## src/rtl/shtl_pkg.sv

```systemverilog
// shtl_pkg: shared types and codes for the sorted hash table lookup block
// used by shtl_mem, shtl_ctrl and sorted_hash_table_lookup; no dependencies
`default_nettype none

package shtl_pkg;

  localparam int SHTL_TABLE_ENTRIES = 4096;
  localparam int KEY_W = 64;
  localparam int OFS_W = 32;
  localparam int CMD_W = 2;
  localparam int ST_W  = 3;

  localparam logic [CMD_W-1:0] CMD_CLEAR  = 2'd0;
  localparam logic [CMD_W-1:0] CMD_APPEND = 2'd1;

  typedef enum logic [ST_W-1:0] {
    ST_CLEARED   = 3'd0,
    ST_APPENDED  = 3'd1,
    ST_FULL      = 3'd2,
    ST_FOUND     = 3'd3,
    ST_NOT_FOUND = 3'd4
  } status_t;

  typedef enum logic [1:0] {
    S_IDLE,
    S_PROBE,
    S_CMP,
    S_DONE
  } state_t;

  typedef struct packed {
    logic             we;
    logic [KEY_W-1:0] key;
    logic [OFS_W-1:0] ofs;
  } mem_wr_t;

  typedef struct packed {
    status_t          status;
    logic [OFS_W-1:0] offset;
  } res_t;

endpackage

`default_nettype wire

```

## src/rtl/shtl_ctrl.sv

```systemverilog
// shtl_ctrl: command sequencer, entry count and binary search probe loop
// depends on shtl_pkg; drives the ports of shtl_mem
`default_nettype none

module shtl_ctrl #(
  parameter int TABLE_ENTRIES = shtl_pkg::SHTL_TABLE_ENTRIES,
  localparam int IDX_W = $clog2(TABLE_ENTRIES),
  localparam int CNT_W = $clog2(TABLE_ENTRIES + 1)
) (
  input  wire logic                     clk,
  input  wire logic                     rst,
  input  wire logic                     in_valid,
  output logic                          in_ready,
  input  wire logic [shtl_pkg::CMD_W-1:0] cmd,
  input  wire logic [shtl_pkg::KEY_W-1:0] key,
  input  wire logic [shtl_pkg::OFS_W-1:0] entry_offset,
  output shtl_pkg::mem_wr_t             mem_wr,
  output logic [IDX_W-1:0]              wr_addr,
  output logic [IDX_W-1:0]              rd_addr,
  input  wire logic [shtl_pkg::KEY_W-1:0] rd_key,
  input  wire logic [shtl_pkg::OFS_W-1:0] rd_ofs,
  output logic                          res_valid,
  input  wire logic                     res_ready,
  output shtl_pkg::res_t                res
);
  import shtl_pkg::*;

  state_t           state, state_next;
  logic [CNT_W-1:0] count, count_next;
  logic [IDX_W-1:0] lo, lo_next;
  logic [IDX_W-1:0] hi, hi_next;
  logic [IDX_W-1:0] mid, mid_next;
  logic [KEY_W-1:0] sought, sought_next;
  status_t          status, status_next;
  logic [OFS_W-1:0] res_ofs, res_ofs_next;
  logic [IDX_W-1:0] mid_calc;

  assign mid_calc = lo + ((hi - lo) >> 1);

  always_ff @(posedge clk) begin
    if (rst) begin
      state <= S_IDLE;
      count <= '0;
    end else begin
      state <= state_next;
      count <= count_next;
    end
    lo      <= lo_next;
    hi      <= hi_next;
    mid     <= mid_next;
    sought  <= sought_next;
    status  <= status_next;
    res_ofs <= res_ofs_next;
  end

  always_comb begin
    state_next   = state;
    count_next   = count;
    lo_next      = lo;
    hi_next      = hi;
    mid_next     = mid;
    sought_next  = sought;
    status_next  = status;
    res_ofs_next = res_ofs;
    in_ready     = (state == S_IDLE) && !rst;
    mem_wr.we    = 1'b0;
    mem_wr.key   = key;
    mem_wr.ofs   = entry_offset;
    wr_addr      = count[IDX_W-1:0];
    rd_addr      = mid_calc;
    res_valid    = 1'b0;
    unique case (state)
      S_IDLE: begin
        if (in_valid && in_ready) begin
          res_ofs_next = '0;
          state_next   = S_DONE;
          unique case (cmd)
            CMD_CLEAR: begin
              count_next  = '0;
              status_next = ST_CLEARED;
            end
            CMD_APPEND: begin
              if (count == CNT_W'(TABLE_ENTRIES)) begin
                status_next = ST_FULL;
              end else begin
                mem_wr.we   = 1'b1;
                count_next  = count + 1'b1;
                status_next = ST_APPENDED;
              end
            end
            default: begin
              sought_next = key;
              if (count == '0) begin
                status_next = ST_NOT_FOUND;
              end else begin
                lo_next    = '0;
                hi_next    = IDX_W'(count - 1'b1);
                state_next = S_PROBE;
              end
            end
          endcase
        end
      end
      S_PROBE: begin
        mid_next   = mid_calc;
        state_next = S_CMP;
      end
      S_CMP: begin
        if (rd_key == sought) begin
          status_next  = ST_FOUND;
          res_ofs_next = rd_ofs;
          state_next   = S_DONE;
        end else if (rd_key < sought) begin
          if (mid == hi) begin
            status_next = ST_NOT_FOUND;
            state_next  = S_DONE;
          end else begin
            lo_next    = mid + 1'b1;
            state_next = S_PROBE;
          end
        end else begin
          if (mid == lo) begin
            status_next = ST_NOT_FOUND;
            state_next  = S_DONE;
          end else begin
            hi_next    = mid - 1'b1;
            state_next = S_PROBE;
          end
        end
      end
      S_DONE: begin
        if (res_ready) begin
          res_valid  = 1'b1;
          state_next = S_IDLE;
        end
      end
      default: state_next = S_IDLE;
    endcase
  end

  assign res.status = status;
  assign res.offset = res_ofs;

  a_cmp_after_probe: assert property (@(posedge clk) disable iff (rst)
    state == S_CMP |-> $past(state) == S_PROBE)
    else $error("compare without a preceding probe");

  a_count_bound: assert property (@(posedge clk) disable iff (rst)
    count <= CNT_W'(TABLE_ENTRIES))
    else $error("entry count beyond table size");

  a_probe_window: assert property (@(posedge clk) disable iff (rst)
    state == S_PROBE |-> lo <= hi && CNT_W'(hi) < count)
    else $error("probe window outside loaded entries");

  a_result_to_idle: assert property (@(posedge clk) disable iff (rst)
    res_valid |=> state == S_IDLE)
    else $error("sequencer did not return to idle after result");

  a_found_offset_zero: assert property (@(posedge clk) disable iff (rst)
    state == S_DONE && status != ST_FOUND |-> res_ofs == '0)
    else $error("nonzero offset on a result that is not a hit");

endmodule

`default_nettype wire
```

## config.mk

```make
export PLATFORM = sky130hd
export DESIGN_NAME = shtl_ctrl
export DESIGN_NICKNAME = d
export VERILOG_FILES = /design/src/rtl/shtl_pkg.sv /design/src/rtl/shtl_ctrl.sv
export SDC_FILE = /design/constraint.sdc
export NUM_CORES = 1
export LEC_CHECK = 0
export CORE_MARGIN = 2
export CORE_UTILIZATION = 50
export CTS_BUF_LIST = sky130_fd_sc_hd__clkbuf_16
export DETAILED_ROUTE_END_ITERATION = 10
export DONT_BUFFER_PORTS = 1
export PLACE_DENSITY = 0.74
export SLEW_MARGIN = 5
export SYNTH_ARGS = -nofsm -noshare
export SYNTH_HDL_FRONTEND = slang
export SYNTH_SLANG_ARGS = --single-unit
```

## constraint.sdc

```tcl
create_clock -name clk -period 7.59 [get_ports clk]
set_input_delay 0.759 -clock clk [delete_from_list [all_inputs] [get_ports clk]]
set_output_delay 0.759 -clock clk [all_outputs]
set_load 0.005 [all_outputs]
```

==> metrics <==
Yosys warning count 0; Mapped Nets 1,198; Num Clock Sinks 150; Worst Min Path Start rst; Pre-Repair DR Iteration Count 5; Seq/Total Area, Yosys 0.456; pin count of the biggest net entering global routing 65; CTS clk-pin slew, worst paths 60 ps; root buf cell clkbuf_16; CTS tree done; xor-xnor portion of the synthesized cell area 0.0615; Rows 50; Slew HR 0.321; CTS Buffer Depth 2; simple-gate share of the synthesized area 0.139; total grt overflow 0; Hold Crit Class primary input to flop; maximum VDD drop 0.000148 V; critical path, cell by cell inv_1 -> fa_1 -> a21o_1 -> a21oi_1 -> o21bai_1 -> a21oi_1 -> o21a_1 -> xnor2_1 -> ha_1 -> and2_1 -> o21ai_0 -> o31ai_1 -> o41ai_1 -> xnor2_1; largest family of logic cells by synthesized area simple AND/OR/NAND/NOR gates; RePlAce Congestion 0.862; status complete, no violations; pwr/cell area 244 nW/um^2; Final ANT Viol Nets 0; detailed router's first-iteration violation count 319; Critical Path AT a little under 4000 ps; Pleak 3.80 nW; post-CTS resize count 0; clk_lat worst skew 420 ps; Hold Crit Depth 1; Hold-fix buffers, CTS 0; Post-Synth Adder-Cell Area 0.121; reg2reg setup slack 3830 ps; final worst clock skew 10.9 ps; die span in y 142 microns; RSZ-0062 raised after global routing no; share of cells above drive strength 1 0.0646; Worst Hold Path EP state[0]; Ports ~360; syn_area_per_cell 10.5 sq um; setup TNS 0 ps; Final period util 0.620; vias in the first global route 5,609; fin nets 1,082; CTS buffer count 17; Slew Limit Fails 0; #FFs+latches synth 150; number of synthesized flops with an enable pin 135; synthesized area between 9000 and 10,000 sq um; worst r2r src lo[1]; core footprint 18,700 sq um; crit path time final 4710 ps; crit end category output pin; WS Path Type flop to output pin; area leader, netlist edfxtp_1; most frequent cells in the layout edfxtp_1 (135), ha_1 (89), inv_1 (87); DP Wirelength 15,900 microns; wire length of the first global-routing pass about 30,000 microns; Synth top area share 0.425; most common cell after layout, fill and taps aside edfxtp_1; Compound-Gate Fraction of Synth Area 0.0785; Critical Path Source Type flop; antenna violations before repair 0; Final Setup Violations 0; port buffer count 0; Hold Fails Final Rpt 0; ys flop type edfxtp_1; Yosys cell types slightly above 60; Die W 142 microns; max-capacitance violation count 0; CP peak stage delay 470 ps; Crit path required time 6830 ps; Total Routed Length 20,300 microns; Vias per Instance 5.66; worst-case reg-to-reg path depth 14; Avg WL per Cell 19.5 microns; mux cell area share after synthesis 0.0117; Setup Fix Bufs, Post-CTS 0; drc violations 0; area delta synth->final -0.0655%; Starting Density 0.510; Placed Area approximately 9000 sq um; Worst-Margin Slew approximately 1000 ps; final instance area 9540 sq um; Cells after Synth just over 900; slowest CP cell fa_1; Die Area around 20,000 sq um; CTS H-tree depth 4; Achievable Freq 0.212 GHz; Synth area leaders edfxtp_1 (42%), ha_1 (12%), buf_4 (8.5%), xor2_1 (4.0%), inv_1 (3.4%); CP max FO 4; total track usage 0.199; asr flop ratio synth 0; DR vias 5,892; FF-to-FF End mid[11]; Fillers ~1.6k
==> stage by stage <==
step | utilization | hold WS [ps] | std cells | worst slack (ps) | power (mW)
finish | 0.510 | 405 | 1041 | 2880 | 2.33
global route | 0.510 | 390 | 1039 | 2530 | 2.43
CTS | 0.510 | 385 | 1039 | 2840 | 2.35
detailed placement | 0.477 | 578 | 1008 | 3350 | 1.47
global placement | 0.477 | 576 | 1008 | 3420 | 1.45
floorplan | - | 496 | 909 | 3460 | 1.41
==> metal layers <==
layer	routed length, microns	part of all wire	GRT usage	up-vias
met4	542	0.027	0.0837	0
li1	-	-	-	2849
met5	0	0	0	-
met3	1200	0.059	0.0589	40
met2	11100	0.55	0.360	211
met1	7480	0.37	0.216	2792
==> worst max-delay path by stage <==
stage                    start          end  slack, ps  cells after the start
detailed placement       lo[1]  rd_addr[11]       3350                     14
CTS                      lo[1]  rd_addr[11]       2840                     14
floorplan           rd_key[62]   res_ofs[0]       3460                      8
global placement         lo[1]  rd_addr[11]       3420                     14
finish                   lo[1]  rd_addr[11]       2880                     14
global route             lo[1]  rd_addr[11]       2530                     14
==> flip-flops by register name (all words and copies together) (netlist names) <==
signal and count:
status 3, state 2, lo 12, mid 12, sought 64, count 13
res_ofs 32, hi 12
==> cells in the mapped netlist (all sizes together), types with 4 or more instances <==
library cell  instances
edfxtp              135
buf                 114
ha                   89
inv                  86
a21oi                55
nor2                 45
xor2                 44
and2                 36
nand2                36
nand3                25
nor3                 25
clkbuf               23
xnor2                23
o21ai                22
nand4                20
nor4                 16
dfxtp                15
and3                 11
mux2i                10
or3                  10
a21o                  8
o21a                  8
a211oi                5
o21bai                5
or2                   5
nor2b                 4
o211ai                4
==> final cells by class <==
cell class                      instances  area, sq um  area share
Sequential cell                       150         4350       0.457
Multi-Input combinational cell        536         3950       0.414
Clock buffer                           17          425      0.0446
Inverter                               86          323      0.0338
Tap cell                              234          293      0.0307
Clock inverter                         14          175      0.0184
Timing Repair Buffer                    2         15.0     0.00157
Antenna cell                            2         5.00    0.000525
==> worst max-delay path: cells and delay by family (launching register included) <==
kind	cells	cell delay (ps)
AOI/OAI and AO/OA	8	1670
adders and majority gates	2	750
DFF	1	440
xor gates and xnor gates	2	350
and+or+nand+nor	1	190
buffers and inverters	1	110
==> cell families after synthesis <==
| family | Yosys count |
|---|---|
| AND/OR/NAND/NOR | 245 |
| buffers and inverters | 223 |
| flip-flops | 150 |
| AO/OA/AOI/OAI | 122 |
| adder cells (fa/ha/maj) | 91 |
| XOR/XNOR | 67 |
| multiplexers | 11 |
==> power by group <==
group / internal, mW / switching (mW) / total (mW)
sequential: 0.974 / 0.0548 / 1.03
combinational: 0.176 / 0.244 / 0.420
clock: 0.520 / 0.359 / 0.879
Power figures use the tool's default switching activity.
